`config.mk`:
```
export PLATFORM = sky130hd
export DESIGN_NAME = tlv_trace_header_parser
export DESIGN_NICKNAME = d
export VERILOG_FILES = /design/src/rtl/tlvp_pkg.sv /design/src/rtl/tlvp_core.sv /design/src/rtl/tlv_trace_header_parser.sv
export SDC_FILE = /design/constraint.sdc
export NUM_CORES = 1
export LEC_CHECK = 0
export ABC_AREA = 1
export BUFFER_PORTS_ARGS = -buffer_cell sky130_fd_sc_hd__buf_2
export CAP_MARGIN = 20
export CORE_ASPECT_RATIO = 0.5
export CORE_UTILIZATION = 50
export DETAILED_ROUTE_END_ITERATION = 7
export PLACE_DENSITY_LB_ADDON = 0.25
export SYNTH_ARGS = -nofsm -noshare
export SYNTH_HDL_FRONTEND = slang
export SYNTH_HIERARCHICAL = 1
export SYNTH_SLANG_ARGS = --single-unit
```
`constraint.sdc`:
```
create_clock -name clk -period 8.04 [get_ports clk]
set_input_delay 0.402 -clock clk [delete_from_list [all_inputs] [get_ports clk]]
set_output_delay 0.402 -clock clk [all_outputs]
set_load 0.01 [all_outputs]
```
`src/rtl/tlvp_pkg.sv`:
```
`timescale 1ns / 1ps
`default_nettype none

package tlvp_pkg;

    localparam int POSITION_BITS_DEF = 32;

    // Record tags
    localparam logic [7:0] TAG_TRACES  = 8'h41;
    localparam logic [7:0] TAG_SAMPLES = 8'h42;
    localparam logic [7:0] TAG_CODING  = 8'h43;
    localparam logic [7:0] TAG_DATALEN = 8'h44;
    localparam logic [7:0] TAG_TITLE   = 8'h45;
    localparam logic [7:0] TAG_SCALE_X = 8'h4B;
    localparam logic [7:0] TAG_SCALE_Y = 8'h4C;
    localparam logic [7:0] TAG_END     = 8'h5F;

    localparam logic [6:0] MAX_LEN_BYTES = 7'd4;
    localparam logic [5:0] CODING_RESET  = 6'h01;

    typedef enum logic [2:0] {
        ST_OK         = 3'd0,
        ST_BAD_LEN    = 3'd1,
        ST_PAST_END   = 3'd2,
        ST_NO_END     = 3'd3,
        ST_NO_SAMPLES = 3'd4,
        ST_BAD_SIZE   = 3'd5
    } status_t;

    typedef enum logic [2:0] {
        PH_TAG   = 3'd0,
        PH_LEN1  = 3'd1,
        PH_LENX  = 3'd2,
        PH_VALUE = 3'd3,
        PH_SKIP  = 3'd4
    } phase_t;

    typedef enum logic [1:0] {
        KIND_I8  = 2'd0,
        KIND_I16 = 2'd1,
        KIND_I32 = 2'd2,
        KIND_F32 = 2'd3
    } sample_kind_t;

    typedef struct packed {
        status_t             status;
        logic [31:0]         block_offset;
        logic signed [31:0]  trace_count;
        logic signed [31:0]  sample_count;
        logic [3:0]          sample_bytes;
        sample_kind_t        sample_kind;
        logic signed [15:0]  data_len;
        logic [7:0]          title_bytes;
        logic signed [35:0]  trace_size;
        logic [31:0]         scale_x_bits;
        logic [31:0]         scale_y_bits;
    } result_t;

endpackage

`default_nettype wire

```
`src/rtl/tlvp_core.sv`:
```
`timescale 1ns / 1ps
`default_nettype none

module tlvp_core #(
    parameter int POSITION_BITS = tlvp_pkg::POSITION_BITS_DEF
) (
    input  wire logic              clk,
    input  wire logic              rst_n,
    input  wire logic              step,
    input  wire logic [7:0]        header_byte,
    input  wire logic              stream_end,
    output logic                   res_valid,
    output tlvp_pkg::result_t      res
);
    import tlvp_pkg::*;

    localparam int PosExtW = (POSITION_BITS > 32) ? POSITION_BITS : 32;

    phase_t                   phase_reg, phase_upd, phase_next;
    logic [7:0]               tag_reg, tag_upd, tag_next;
    logic [31:0]              acc_reg, acc_upd, acc_next;
    logic [2:0]               left_reg, left_upd, left_next;
    logic [1:0]               idx_reg, idx_upd, idx_next;
    logic [31:0]              vi_reg, vi_upd, vi_next;
    logic [31:0]              cap_reg, cap_upd, cap_next;
    logic [POSITION_BITS-1:0] pos_reg, pos_upd, pos_next;
    logic [31:0]              traces_reg, traces_upd, traces_next;
    logic [31:0]              samples_reg, samples_upd, samples_next;
    logic [5:0]               coding_reg, coding_upd, coding_next;
    logic [15:0]              datalen_reg, datalen_upd, datalen_next;
    logic [7:0]               title_reg, title_upd, title_next;
    logic [31:0]              scalex_reg, scalex_upd, scalex_next;
    logic [31:0]              scaley_reg, scaley_upd, scaley_next;

    logic                     emit;
    status_t                  emit_status;
    logic                     finish;
    logic [PosExtW-1:0]       pos_ext;
    logic [34:0]              prod;
    logic signed [36:0]       tsize;
    logic                     samples_bad;
    logic [3:0]               code_sz;
    sample_kind_t             code_kind;

    // Trace size from the registers as held; no capture happens on the end tag step.
    assign prod        = samples_reg[30:0] * coding_reg[3:0];
    assign tsize       = $signed({2'b00, prod}) + $signed({29'd0, title_reg})
                         + 37'($signed(datalen_reg));
    assign samples_bad = samples_reg[31] || (samples_reg == 32'd0);
    assign pos_ext     = PosExtW'(pos_upd);

    always_comb
    begin
        code_sz = cap_upd[3:0];
        if (cap_upd[4] && code_sz == 4'd4)
        begin
            code_kind = KIND_F32;
        end
        else if (code_sz == 4'd2)
        begin
            code_kind = KIND_I16;
        end
        else if (code_sz == 4'd4)
        begin
            code_kind = KIND_I32;
        end
        else
        begin
            code_kind = KIND_I8;
        end
    end

    always_comb
    begin
        phase_upd   = phase_reg;
        tag_upd     = tag_reg;
        acc_upd     = acc_reg;
        left_upd    = left_reg;
        idx_upd     = idx_reg;
        vi_upd      = vi_reg;
        cap_upd     = cap_reg;
        pos_upd     = pos_reg + POSITION_BITS'(1);
        traces_upd  = traces_reg;
        samples_upd = samples_reg;
        coding_upd  = coding_reg;
        datalen_upd = datalen_reg;
        title_upd   = title_reg;
        scalex_upd  = scalex_reg;
        scaley_upd  = scaley_reg;
        emit        = 1'b0;
        emit_status = ST_OK;
        finish      = 1'b0;

        unique case (phase_reg)
            PH_TAG:
            begin
                tag_upd = header_byte;
                if (stream_end)
                begin
                    emit        = 1'b1;
                    emit_status = ST_NO_END;
                end
                else
                begin
                    phase_upd = PH_LEN1;
                end
            end
            PH_LEN1:
            begin
                if (header_byte[7])
                begin
                    if (header_byte[6:0] == 7'd0 || header_byte[6:0] > MAX_LEN_BYTES
                        || stream_end)
                    begin
                        emit        = 1'b1;
                        emit_status = ST_BAD_LEN;
                    end
                    else
                    begin
                        left_upd  = header_byte[2:0];
                        idx_upd   = 2'd0;
                        acc_upd   = 32'd0;
                        phase_upd = PH_LENX;
                    end
                end
                else
                begin
                    acc_upd = {24'd0, header_byte};
                    finish  = 1'b1;
                end
            end
            PH_LENX:
            begin
                acc_upd  = acc_reg | (32'(header_byte) << {idx_reg, 3'b000});
                idx_upd  = idx_reg + 2'd1;
                left_upd = left_reg - 3'd1;
                if (left_upd == 3'd0)
                begin
                    finish = 1'b1;
                end
                else if (stream_end)
                begin
                    emit        = 1'b1;
                    emit_status = ST_BAD_LEN;
                end
            end
            PH_VALUE:
            begin
                if (vi_reg[31:2] == 30'd0)
                begin
                    cap_upd = cap_reg | (32'(header_byte) << {vi_reg[1:0], 3'b000});
                end
                vi_upd = vi_reg + 32'd1;
                if (vi_upd == acc_reg)
                begin
                    unique case (tag_reg)
                        TAG_TRACES:  if (acc_reg >= 32'd4) traces_upd = cap_upd;
                        TAG_SAMPLES: if (acc_reg >= 32'd4) samples_upd = cap_upd;
                        TAG_CODING:
                        begin
                            if (acc_reg >= 32'd1)
                            begin
                                coding_upd = {code_kind, (code_sz == 4'd0) ? 4'd1 : code_sz};
                            end
                        end
                        TAG_DATALEN: if (acc_reg >= 32'd2) datalen_upd = cap_upd[15:0];
                        TAG_TITLE:   if (acc_reg >= 32'd1) title_upd = cap_upd[7:0];
                        TAG_SCALE_X: if (acc_reg >= 32'd4) scalex_upd = cap_upd;
                        TAG_SCALE_Y: if (acc_reg >= 32'd4) scaley_upd = cap_upd;
                        default:     ;
                    endcase
                    phase_upd = PH_TAG;
                    if (stream_end)
                    begin
                        emit        = 1'b1;
                        emit_status = ST_NO_END;
                    end
                end
                else if (stream_end)
                begin
                    emit        = 1'b1;
                    emit_status = ST_PAST_END;
                end
            end
            PH_SKIP:
            begin
            end
            default:
            begin
            end
        endcase

        // Length field complete: close the header, step over an empty value or open one
        if (finish)
        begin
            if (tag_reg == TAG_END)
            begin
                emit = 1'b1;
                if (samples_bad)
                begin
                    emit_status = ST_NO_SAMPLES;
                end
                else if (tsize <= 37'sd0)
                begin
                    emit_status = ST_BAD_SIZE;
                end
                else
                begin
                    emit_status = ST_OK;
                end
            end
            else if (acc_upd == 32'd0)
            begin
                phase_upd = PH_TAG;
                if (stream_end)
                begin
                    emit        = 1'b1;
                    emit_status = ST_NO_END;
                end
            end
            else
            begin
                vi_upd    = 32'd0;
                cap_upd   = 32'd0;
                phase_upd = PH_VALUE;
                if (stream_end)
                begin
                    emit        = 1'b1;
                    emit_status = ST_PAST_END;
                end
            end
        end

        if (emit)
        begin
            phase_upd = PH_SKIP;
        end
    end

    // Result shows the registers with this beat's capture applied
    always_comb
    begin
        res_valid        = step && emit;
        res.status       = emit_status;
        res.block_offset = (emit_status == ST_OK) ? pos_ext[31:0] : 32'd0;
        res.trace_count  = traces_upd;
        res.sample_count = samples_upd;
        res.sample_bytes = coding_upd[3:0];
        res.sample_kind  = sample_kind_t'(coding_upd[5:4]);
        res.data_len     = datalen_upd;
        res.title_bytes  = title_upd;
        res.trace_size   = (emit_status == ST_OK) ? tsize[35:0] : 36'sd0;
        res.scale_x_bits = scalex_upd;
        res.scale_y_bits = scaley_upd;
    end

    // Advance on each beat; return everything to reset after the final byte
    always_comb
    begin
        if (step && stream_end)
        begin
            phase_next   = PH_TAG;
            tag_next     = 8'd0;
            acc_next     = 32'd0;
            left_next    = 3'd0;
            idx_next     = 2'd0;
            vi_next      = 32'd0;
            cap_next     = 32'd0;
            pos_next     = '0;
            traces_next  = 32'd0;
            samples_next = 32'd0;
            coding_next  = CODING_RESET;
            datalen_next = 16'd0;
            title_next   = 8'd0;
            scalex_next  = 32'd0;
            scaley_next  = 32'd0;
        end
        else if (step)
        begin
            phase_next   = phase_upd;
            tag_next     = tag_upd;
            acc_next     = acc_upd;
            left_next    = left_upd;
            idx_next     = idx_upd;
            vi_next      = vi_upd;
            cap_next     = cap_upd;
            pos_next     = pos_upd;
            traces_next  = traces_upd;
            samples_next = samples_upd;
            coding_next  = coding_upd;
            datalen_next = datalen_upd;
            title_next   = title_upd;
            scalex_next  = scalex_upd;
            scaley_next  = scaley_upd;
        end
        else
        begin
            phase_next   = phase_reg;
            tag_next     = tag_reg;
            acc_next     = acc_reg;
            left_next    = left_reg;
            idx_next     = idx_reg;
            vi_next      = vi_reg;
            cap_next     = cap_reg;
            pos_next     = pos_reg;
            traces_next  = traces_reg;
            samples_next = samples_reg;
            coding_next  = coding_reg;
            datalen_next = datalen_reg;
            title_next   = title_reg;
            scalex_next  = scalex_reg;
            scaley_next  = scaley_reg;
        end
    end

    always_ff @(posedge clk or negedge rst_n)
    begin
        if (!rst_n)
        begin
            phase_reg   <= PH_TAG;
            tag_reg     <= 8'd0;
            acc_reg     <= 32'd0;
            left_reg    <= 3'd0;
            idx_reg     <= 2'd0;
            vi_reg      <= 32'd0;
            cap_reg     <= 32'd0;
            pos_reg     <= '0;
            traces_reg  <= 32'd0;
            samples_reg <= 32'd0;
            coding_reg  <= CODING_RESET;
            datalen_reg <= 16'd0;
            title_reg   <= 8'd0;
            scalex_reg  <= 32'd0;
            scaley_reg  <= 32'd0;
        end
        else
        begin
            phase_reg   <= phase_next;
            tag_reg     <= tag_next;
            acc_reg     <= acc_next;
            left_reg    <= left_next;
            idx_reg     <= idx_next;
            vi_reg      <= vi_next;
            cap_reg     <= cap_next;
            pos_reg     <= pos_next;
            traces_reg  <= traces_next;
            samples_reg <= samples_next;
            coding_reg  <= coding_next;
            datalen_reg <= datalen_next;
            title_reg   <= title_next;
            scalex_reg  <= scalex_next;
            scaley_reg  <= scaley_next;
        end
    end

    a_end_resets: assert property (@(posedge clk) disable iff (!rst_n)
        step && stream_end |=> phase_reg == PH_TAG && pos_reg == '0)
        else $error("parser state not cleared after final byte");

    a_skip_silent: assert property (@(posedge clk) disable iff (!rst_n)
        phase_reg == PH_SKIP |-> !emit)
        else $error("result raised after header already closed");

    a_ok_size_positive: assert property (@(posedge clk) disable iff (!rst_n)
        res_valid && res.status == ST_OK |-> !res.trace_size[35] && res.trace_size != 36'sd0)
        else $error("ok result with nonpositive trace size");

    a_lenx_count: assert property (@(posedge clk) disable iff (!rst_n)
        phase_reg == PH_LENX |-> left_reg != 3'd0 && left_reg <= 3'd4)
        else $error("length byte count out of range");

endmodule

`default_nettype wire

```
`src/rtl/tlv_trace_header_parser.sv`:
```
`timescale 1ns / 1ps
`default_nettype none

// Trace file header parser.
// Input stream (s_*): one header byte per beat in s_tdata, s_tlast on the final
// byte of the file. Records are tag, length (short byte or 1..4 little-endian
// long-form bytes), then value bytes; selected fields are captured as they end.
// Output stream (m_*): at most one beat per file, raised by the end tag 0x5F
// (status ok, or samples unset / trace size nonpositive) or by an error; status
// travels in m_tuser, the captured fields and computed trace size in m_tdata.
// Bytes after the result are dropped until s_tlast.
// Timing: an accepted byte is held in the input register, then parsed by one
// pass of logic into the output register, from which the result is presented.
// One byte per cycle is sustained while m_tready is high; the rate is set by
// the single parse stage.
// Stall: with m_tready low and a result held, one more byte is taken into the
// input register, then s_tready drops until the result is taken.
// Reset clears the parser to expect a tag; so does every s_tlast beat.
module tlv_trace_header_parser #(
    parameter int POSITION_BITS = tlvp_pkg::POSITION_BITS_DEF
) (
    input  wire logic         clk,
    input  wire logic         rst_n,
    input  wire logic         s_tvalid,
    output logic              s_tready,
    input  wire logic [7:0]   s_tdata,   // [7:0] header_byte
    input  wire logic         s_tlast,   // stream_end
    output logic              m_tvalid,
    input  wire logic         m_tready,
    output logic [231:0]      m_tdata,   // block_offset, trace_count, sample_count,
                                         // sample_bytes, sample_kind, data_len,
                                         // title_bytes, trace_size, scale_x_bits,
                                         // scale_y_bits, zero pad (lowest first)
    output logic [2:0]        m_tuser    // status
);
    import tlvp_pkg::*;

    logic       in_valid_reg, in_valid_next;
    logic [7:0] in_byte_reg;
    logic       in_last_reg;
    logic       out_valid_reg, out_valid_next;
    result_t    out_res_reg;
    logic       advance;
    logic       res_valid;
    result_t    res;

    // Parse the held byte when the output register can take a result
    assign advance  = in_valid_reg && (!out_valid_reg || m_tready);
    assign s_tready = !in_valid_reg || advance;

    tlvp_core #(
        .POSITION_BITS(POSITION_BITS)
    ) u_core (
        .clk        (clk),
        .rst_n      (rst_n),
        .step       (advance),
        .header_byte(in_byte_reg),
        .stream_end (in_last_reg),
        .res_valid  (res_valid),
        .res        (res)
    );

    always_comb
    begin
        if (s_tvalid && s_tready)
        begin
            in_valid_next = 1'b1;
        end
        else if (advance)
        begin
            in_valid_next = 1'b0;
        end
        else
        begin
            in_valid_next = in_valid_reg;
        end

        if (advance && res_valid)
        begin
            out_valid_next = 1'b1;
        end
        else if (m_tready)
        begin
            out_valid_next = 1'b0;
        end
        else
        begin
            out_valid_next = out_valid_reg;
        end
    end

    always_ff @(posedge clk or negedge rst_n)
    begin
        if (!rst_n)
        begin
            in_valid_reg  <= 1'b0;
            out_valid_reg <= 1'b0;
        end
        else
        begin
            in_valid_reg  <= in_valid_next;
            out_valid_reg <= out_valid_next;
        end
    end

    // Payload registers: load on accept, hold otherwise
    always_ff @(posedge clk)
    begin
        if (s_tvalid && s_tready)
        begin
            in_byte_reg <= s_tdata;
            in_last_reg <= s_tlast;
        end
        if (advance && res_valid)
        begin
            out_res_reg <= res;
        end
    end

    assign m_tvalid = out_valid_reg;
    assign m_tuser  = out_res_reg.status;
    assign m_tdata  = {6'd0,
                       out_res_reg.scale_y_bits,
                       out_res_reg.scale_x_bits,
                       out_res_reg.trace_size,
                       out_res_reg.title_bytes,
                       out_res_reg.data_len,
                       out_res_reg.sample_kind,
                       out_res_reg.sample_bytes,
                       out_res_reg.sample_count,
                       out_res_reg.trace_count,
                       out_res_reg.block_offset};

    a_no_overwrite: assert property (@(posedge clk) disable iff (!rst_n)
        out_valid_reg && !m_tready |-> !advance)
        else $error("held result overwritten under stall");

    a_in_hold: assert property (@(posedge clk) disable iff (!rst_n)
        in_valid_reg && !advance |=> in_valid_reg && $stable(in_byte_reg))
        else $error("pending byte lost before parse");

    a_result_follows_parse: assert property (@(posedge clk) disable iff (!rst_n)
        advance && res_valid |=> m_tvalid)
        else $error("parsed result not presented");

endmodule

`default_nettype wire
```
### Yosys cells after proc, flatten, opt, wreduce, memory -nomap -nowiden

Cells that the tools add are included.
W data, S select, Z words.

| word-level totals | value |
|---|---|
| register bits after elaboration | 542 |
| bits in latches | 0 |
| RAM bits | 0 |
| bits in read-only memories | 0 |
| bits of input ports | 13 |
| output and inout port bits | 237 |
| memories | 0 |

| cells by class | value |
|---|---|
| add/sub/neg operators | 6 |
| multiply operators | 1 |
| divide/modulo/power cells | 0 |
| magnitude comparators | 5 |
| equal/unequal tests | 16 |
| shift operators | 2 |
| mux-type cells | 120 |
| bitwise operators | 2 |
| reduce and logical (&&, ||, !) cells | 29 |

Operators with widths:

| kind | count |
|---|---|
| $mux W32 | 43 |
| $mux W16 | 6 |
| $mux W8 | 9 |
| $mux W3 | 23 |
| $add A32 B1 Y32 const B | 2 |
| $eq A8 B7 Y1 const B | 8 |
| $logic_not A32 Y1 | 2 |
| $or A32 B32 Y32 | 2 |
| $pmux W32 S2 | 1 |
| $shl A8 B5 Y32 | 2 |
| $add A37 B16 Y37 | 1 |
| $le A37 B1 Y1 const B | 1 |
| $add A35 B8 Y36 | 1 |
| $mux W6 | 6 |
| $mul A31 B4 Y35 | 1 |
| $eq A32 B32 Y1 | 1 |
| $ge A32 B1 Y1 const B | 1 |
| $ge A32 B2 Y1 const B | 1 |
| $ge A32 B3 Y1 const B | 1 |
| $logic_not A30 Y1 | 1 |
| $mux W2 | 10 |
| $mux W1 | 15 |
| $pmux W3 S4 | 1 |
| $logic_not A3 Y1 | 3 |
| 25 further kinds | 39 |

### Logic depth before layout (Yosys ltp)

| logic depth | value |
|---|---|
| word-level depth | 20 |
| mapped depth | 47 |
| gate-level depth less buffers | 44 |

### Modules after synthesis

Netlist, hierarchy kept.

Modules (own cells, without submodules):

| module | times used | cells an instance | area an instance (sq um) | seq. area each (sq um) |
|---|---|---|---|---|
| tlvp_core | 1 | 3831 | 25552.0 | 7558.5 |
| tlv_trace_header_parser | 1 | 260 | 7304.5 | 7196.9 |

### Worst setup path after synthesis

Ideal clock, no wire load.

| path | value |
|---|---|
| kind | register to register |
| start point | register u_core.phase_reg[0] |
| end point | register out_res_reg (netlist bit m_tdata[0]), enable pin |
| library setup time | 638 ps |
| arrival time | 7398 ps |
| slack | 4 ps |
| stages on the path, launching flop included | 11 |
| buffers on the path | 0 |
| clock period less this slack | 8036 ps |
| path through | dfrtp_1 -> inv_1 -> nor3_1 -> clkinv_1 -> nor2_1 -> nor2_1 -> nand3b_1 -> nand2_1 -> inv_1 -> inv_1 -> nor2_2 |

| between the ends | value |
|---|---|
| longest elaborated chain between the ends | 8 |
| elaborated cells on any way between the ends | 12 |
| classes of those cells | 3 x eq/ne; 5 x mux; 4 x reduce/logical |

RTL lines:

| item | line | RTL |
|---|---|---|
| from (decl) | tlvp_core.sv:19 | `phase_t phase_reg, phase_upd, phase_next;` |
| from (signal assigned) | tlvp_core.sv:338 | `phase_reg <= phase_next;` |
| $eq A3 B2 Y1 or $logic_not A3 Y1 (tied branches) | tlvp_core.sv:94 | `unique case (phase_reg)` |
| $reduce_or A2 Y1 (no line) | - |  |
| $pmux W1 S3 | tlvp_core.sv:94 |  |
| $mux W1 | tlvp_core.sv:215, tlvp_core.sv:226 |  |
| $mux W1 | tlvp_core.sv:196 | `if (tag_reg == TAG_END)` |
| $mux W1 (*) | tlvp_core.sv:194 | `if (finish)` |
| $logic_and A1 B1 Y1 (*) | tlvp_core.sv:243 | `res_valid = step && emit;` |
| named net res_valid | tlv_trace_header_parser.sv:44 | `logic res_valid;` |
| $logic_and A1 B1 Y1 (*) | tlv_trace_header_parser.sv:114 | `if (advance && res_valid)` |
| to (signal assigned) | tlv_trace_header_parser.sv:116 | `out_res_reg <= res;` |
| to (decl) | tlv_trace_header_parser.sv:42 | `result_t out_res_reg;` |

Mark *: on every way through the listed nets, which the timed path passes. The rest lies on a longest branch.
A chain may end at the register's enable or synchronous reset.

### Worst setup path after layout

| path | value |
|---|---|
| start point | register u_core.coding_reg[1] |
| end point | register out_res_reg (netlist bit m_tdata[130]), data pin |

| between the ends | value |
|---|---|
| longest elaborated chain between the ends | 9 |

RTL lines:

| item | line | RTL |
|---|---|---|
| from (decl) | tlvp_core.sv:29 | `logic [5:0] coding_reg, coding_upd, coding_next;` |
| from (signal assigned) | tlvp_core.sv:348 | `coding_reg <= coding_next;` |
| $mul A31 B4 Y35 (*) | tlvp_core.sv:46 | `assign prod = samples_reg[30:0] * coding_reg[3:0];` |
| $add A35 B8 Y36 (*) | tlvp_core.sv:47 | `assign tsize = $signed({2'b00, prod}) + $signed({29'd0, title_reg})` |
| $add A37 B16 Y37 (*) | tlvp_core.sv:48 | `+ 37'($signed(datalen_reg));` |
| $le A37 B1 Y1 | tlvp_core.sv:203 | `else if (tsize <= 37'sd0)` |
| $mux W3 | tlvp_core.sv:203 |  |
| $mux W3 | tlvp_core.sv:199 | `if (samples_bad)` |
| $mux W3 | tlvp_core.sv:196 |  |
| $mux W3 | tlvp_core.sv:194 |  |
| $logic_not A3 Y1 | tlvp_core.sv:252 | `res.trace_size = (emit_status == ST_OK) ? tsize[35:0] : 36'sd0;` |

Every way passes the cells marked *; elsewhere a longest branch is shown, timed or not.

==> impl_metrics.csv <==
group,metric,value,unit
power,p_int,5.08,mW
synth,synth-seq-cells,542,
sta,slew_headroom,28.3,%
sta,max_freq,136,MHz
power,switching_share,34.4,%
drt,dr.pass1.iters,6,
drt,wl,93.4,mm
final_layout,fill_cells,6033,
power,irDropWorstVdd,0.151,mV
critical_path,worstPathRequired,8.41,ns
critical_path,crit_buf_inv,3,
synth,yosysTopAreaCellShare,23.1,%
power,seqPwrFrac,43.2,%
sta,worst_slack,0.675,ns
power,power_density,211,mW/mm2
drt,wire_per_inst,17.9,um
sta,finalSetupViolations,0,
status,status,"finished, final reports clean",
sta,slew_viol_final,0,
final_layout,area_growth,11.6,%
clock_network,path_clk_slew,0.06,ns
clock_network,htree_levels,2,
global_routing,grt_max_degree,131,
sta,fin_setup_tns,0,ns
final_layout,utilization,56.4,%
sta,fin_worst_skew,0.0264,ns
critical_path,critPathCapture,"m_tdata[130]",
drt,vias,28133,
critical_path,path_common_cell,"nand2_1",
synth,synth-seq-area-share,44.9,%
critical_path,critical_path_depth,34,
drt,viasPerCell,5.39,
synth,synthTopCellsByCount,"nand2_1 (987), inv_1 (837), dfrtp_1 (303), edfxtp_1 (238), o22ai_1 (237)",
synth,ys.warnings.count,6,
critical_path,ff2ff_setup_slack,0.68,ns
critical_path,critical_path_arrival,7.73,ns
critical_path,r2r-end,"m_tdata[130]",
critical_path,path_class,"reg -> reg",
global_routing,grt_pass1_wl,145,mm
placed_design,post-place-ws,0.378,ns
power,pwr-share-comb,23.2,%
die,coreArea,0.0650,mm2
clock_network,cts_root_buf,"clkbuf_16",
synth,yosysUniqueCellTypes,52,
flow_run,maxCapViolCount,0,
synth,synthCells,4091,
critical_path,critical_path.top_delay_family,"adder cells",
global_routing,antenna_found_initial,0,
die,dieArea,0.0668,mm2
synth,synth_edf_count,238,
min_path,hold_path_class,"in -> reg",
critical_path,slowest_stage,"fa_1",
global_routing,gr-total-overflow,0,
synth,yosys-top-cells-area,"dfrtp_1 (23%), edfxtp_1 (22%), nand2_1 (11%)",
synth,synth_top_area_cell,"dfrtp_1",
synth,netlist_area,0.0329,mm2
clock_network,clock_latency,0.63,ns
die,start_util,50.6,%
clock_network,post_cts_buffers,0,
die,num_rows,66,
sta,period_share,91.6,%
sta,rsz0062_at_grt,"no",
power,switchingPower,2.66,mW
synth,async_flop_share,56.1,%
final_layout,drive_above_1_share,9.83,%
critical_path,rr_startpoint,"u_core/coding_reg[1]",
min_path,hold_path_depth,4,
final_layout,fin_nets,4478,
placed_design,port_buffers,243,
power,pwr-share-clk,33.6,%
die,die_h,183,um
sta,min_period,7.36,ns
final_layout,antenna_cells,0,
synth,synth.most_common_cell,"nand2_1",
sta,tightest_slew,1.07,ns
clock_network,cts_tree,"done",
critical_path,end_kind,"register",
clock_network,cts-buffers-inserted,51,
drt,ant_nets,0,
die,ios,250,
synth,synth_flop_cell,"dfrtp_1",
global_routing,grt_pass1_vias,26526,
critical_path,r2r.worst_path.cells,34,
clock_network,clkSinkCount,542,
critical_path,crit_start,"u_core/coding_reg[1]",
placed_design,gp_congestion,0.934,
drt,drt_iter0_markers,2748,
clock_network,clk_path_buf_depth,3,
critical_path,cp_max_fo,36,
critical_path,cpPeakStageDelay,0.55,ns
drt,drc,0,
final_layout,multiInputGateArea,0.0142,mm2
synth,syn_area_per_cell,8.03,um2
power,p_leak,19.5,nW
final_layout,seq_area,0.0148,mm2
global_routing,track_usage,27.7,%
placed_design,dpl.hpwl,68.9,mm
die,die_width,365,um
sta,finalHoldViolCount,0,
final_layout,largest_reg_flops,226,
critical_path,start_kind,"register",
-- worst min-delay path, cell delays in order --
cell,delay [ns]
buf_2,0.07
inv_1,0.05
nand3_2,0.07
nand2_1,0.05
-- logic make-up after synthesis --
group | count (synthesis) | synth area share, %
and+or+nand+nor | 1558 | 20.2
buffers and inverters | 990 | 12.0
AOI/OAI and AO/OA | 741 | 12.4
DFF | 542 | 44.9
adders and majority gates | 175 | 8.17
xor gates and xnor gates | 84 | 2.32
other | 1 | 0.0114
-- power groups by stage --
stage	Clock (mW)	Sequential [mW]	Combinational, mW
floorplan	0	3.48	0.961
global placement	0	3.40	1.72
detailed placement	0	3.40	1.74
CTS	2.64	3.34	1.75
global route	2.75	3.36	1.94
finish	2.60	3.34	1.80
-- metrics by stage --
| step | hold WS, ns | instances | instance area, um2 | total power, mW |
|---|---|---|---|---|
| CTS | 0.0389 | 5216 | 36600 | 7.74 |
| finish | 0.0674 | 5217 | 36700 | 7.74 |
| detailed placement | 0.477 | 5109 | 34700 | 5.14 |
| global placement | 0.463 | 5109 | 34700 | 5.12 |
| global route | 0.0530 | 5217 | 36700 | 8.05 |
| floorplan | 0.106 | 4096 | 32900 | 4.44 |
-- area by class of cell --
class | count | area share, %
Clock buffer | 71 | 3.93
Clock inverter | 25 | 0.894
Inverter | 844 | 8.69
Multi-Input combinational cell | 2564 | 38.8
Sequential cell | 542 | 40.2
Tap cell | 884 | 3.02
Timing Repair Buffer | 287 | 4.49
-- placed cells by master (no fill, tap or decap), types with 140 or more instances in the layout --
cell      instances
o21ai_1         169
inv_1           836
buf_2           242
o21ai_0         192
dfrtp_1         303
o22ai_1         237
edfxtp_1        238
nand3_1         140
nor2_1          204
nand2_1         987
-- how the worst min path moves through the flow --
stage                                         to                 start  slack, ns
after floorplan                     in_valid_reg                 rst_n       0.11
after global placement      u_core/coding_reg[4]  u_core/coding_reg[4]       0.46
after detailed placement  u_core/samples_reg[26]                 rst_n       0.48
after CTS                           in_valid_reg              m_tready       0.04
after global routing                in_valid_reg              m_tready       0.05
final                               in_valid_reg              m_tready       0.07
-- layer usage --
layer	wire length [um]	track usage [%]	up-vias	share of wire, %
met2	42600	43.7	1014	46
met3	7290	5.14	152	7.8
met4	2510	8.02	0	2.7
met1	41000	39.1	13344	44
met5	0	0	-	0
li1	-	-	13623	-
-- what timing repair did --
| action | in CTS | in global routing |
|---|---|---|
| setup endpoints to repair | 0 | 68 |
| endpoints found under the hold margin | 95 | 0 |
| resized for setup | 0 | 9 |
| hold buffers | 11 | 0 |
(Power assumes the default switching activity.)
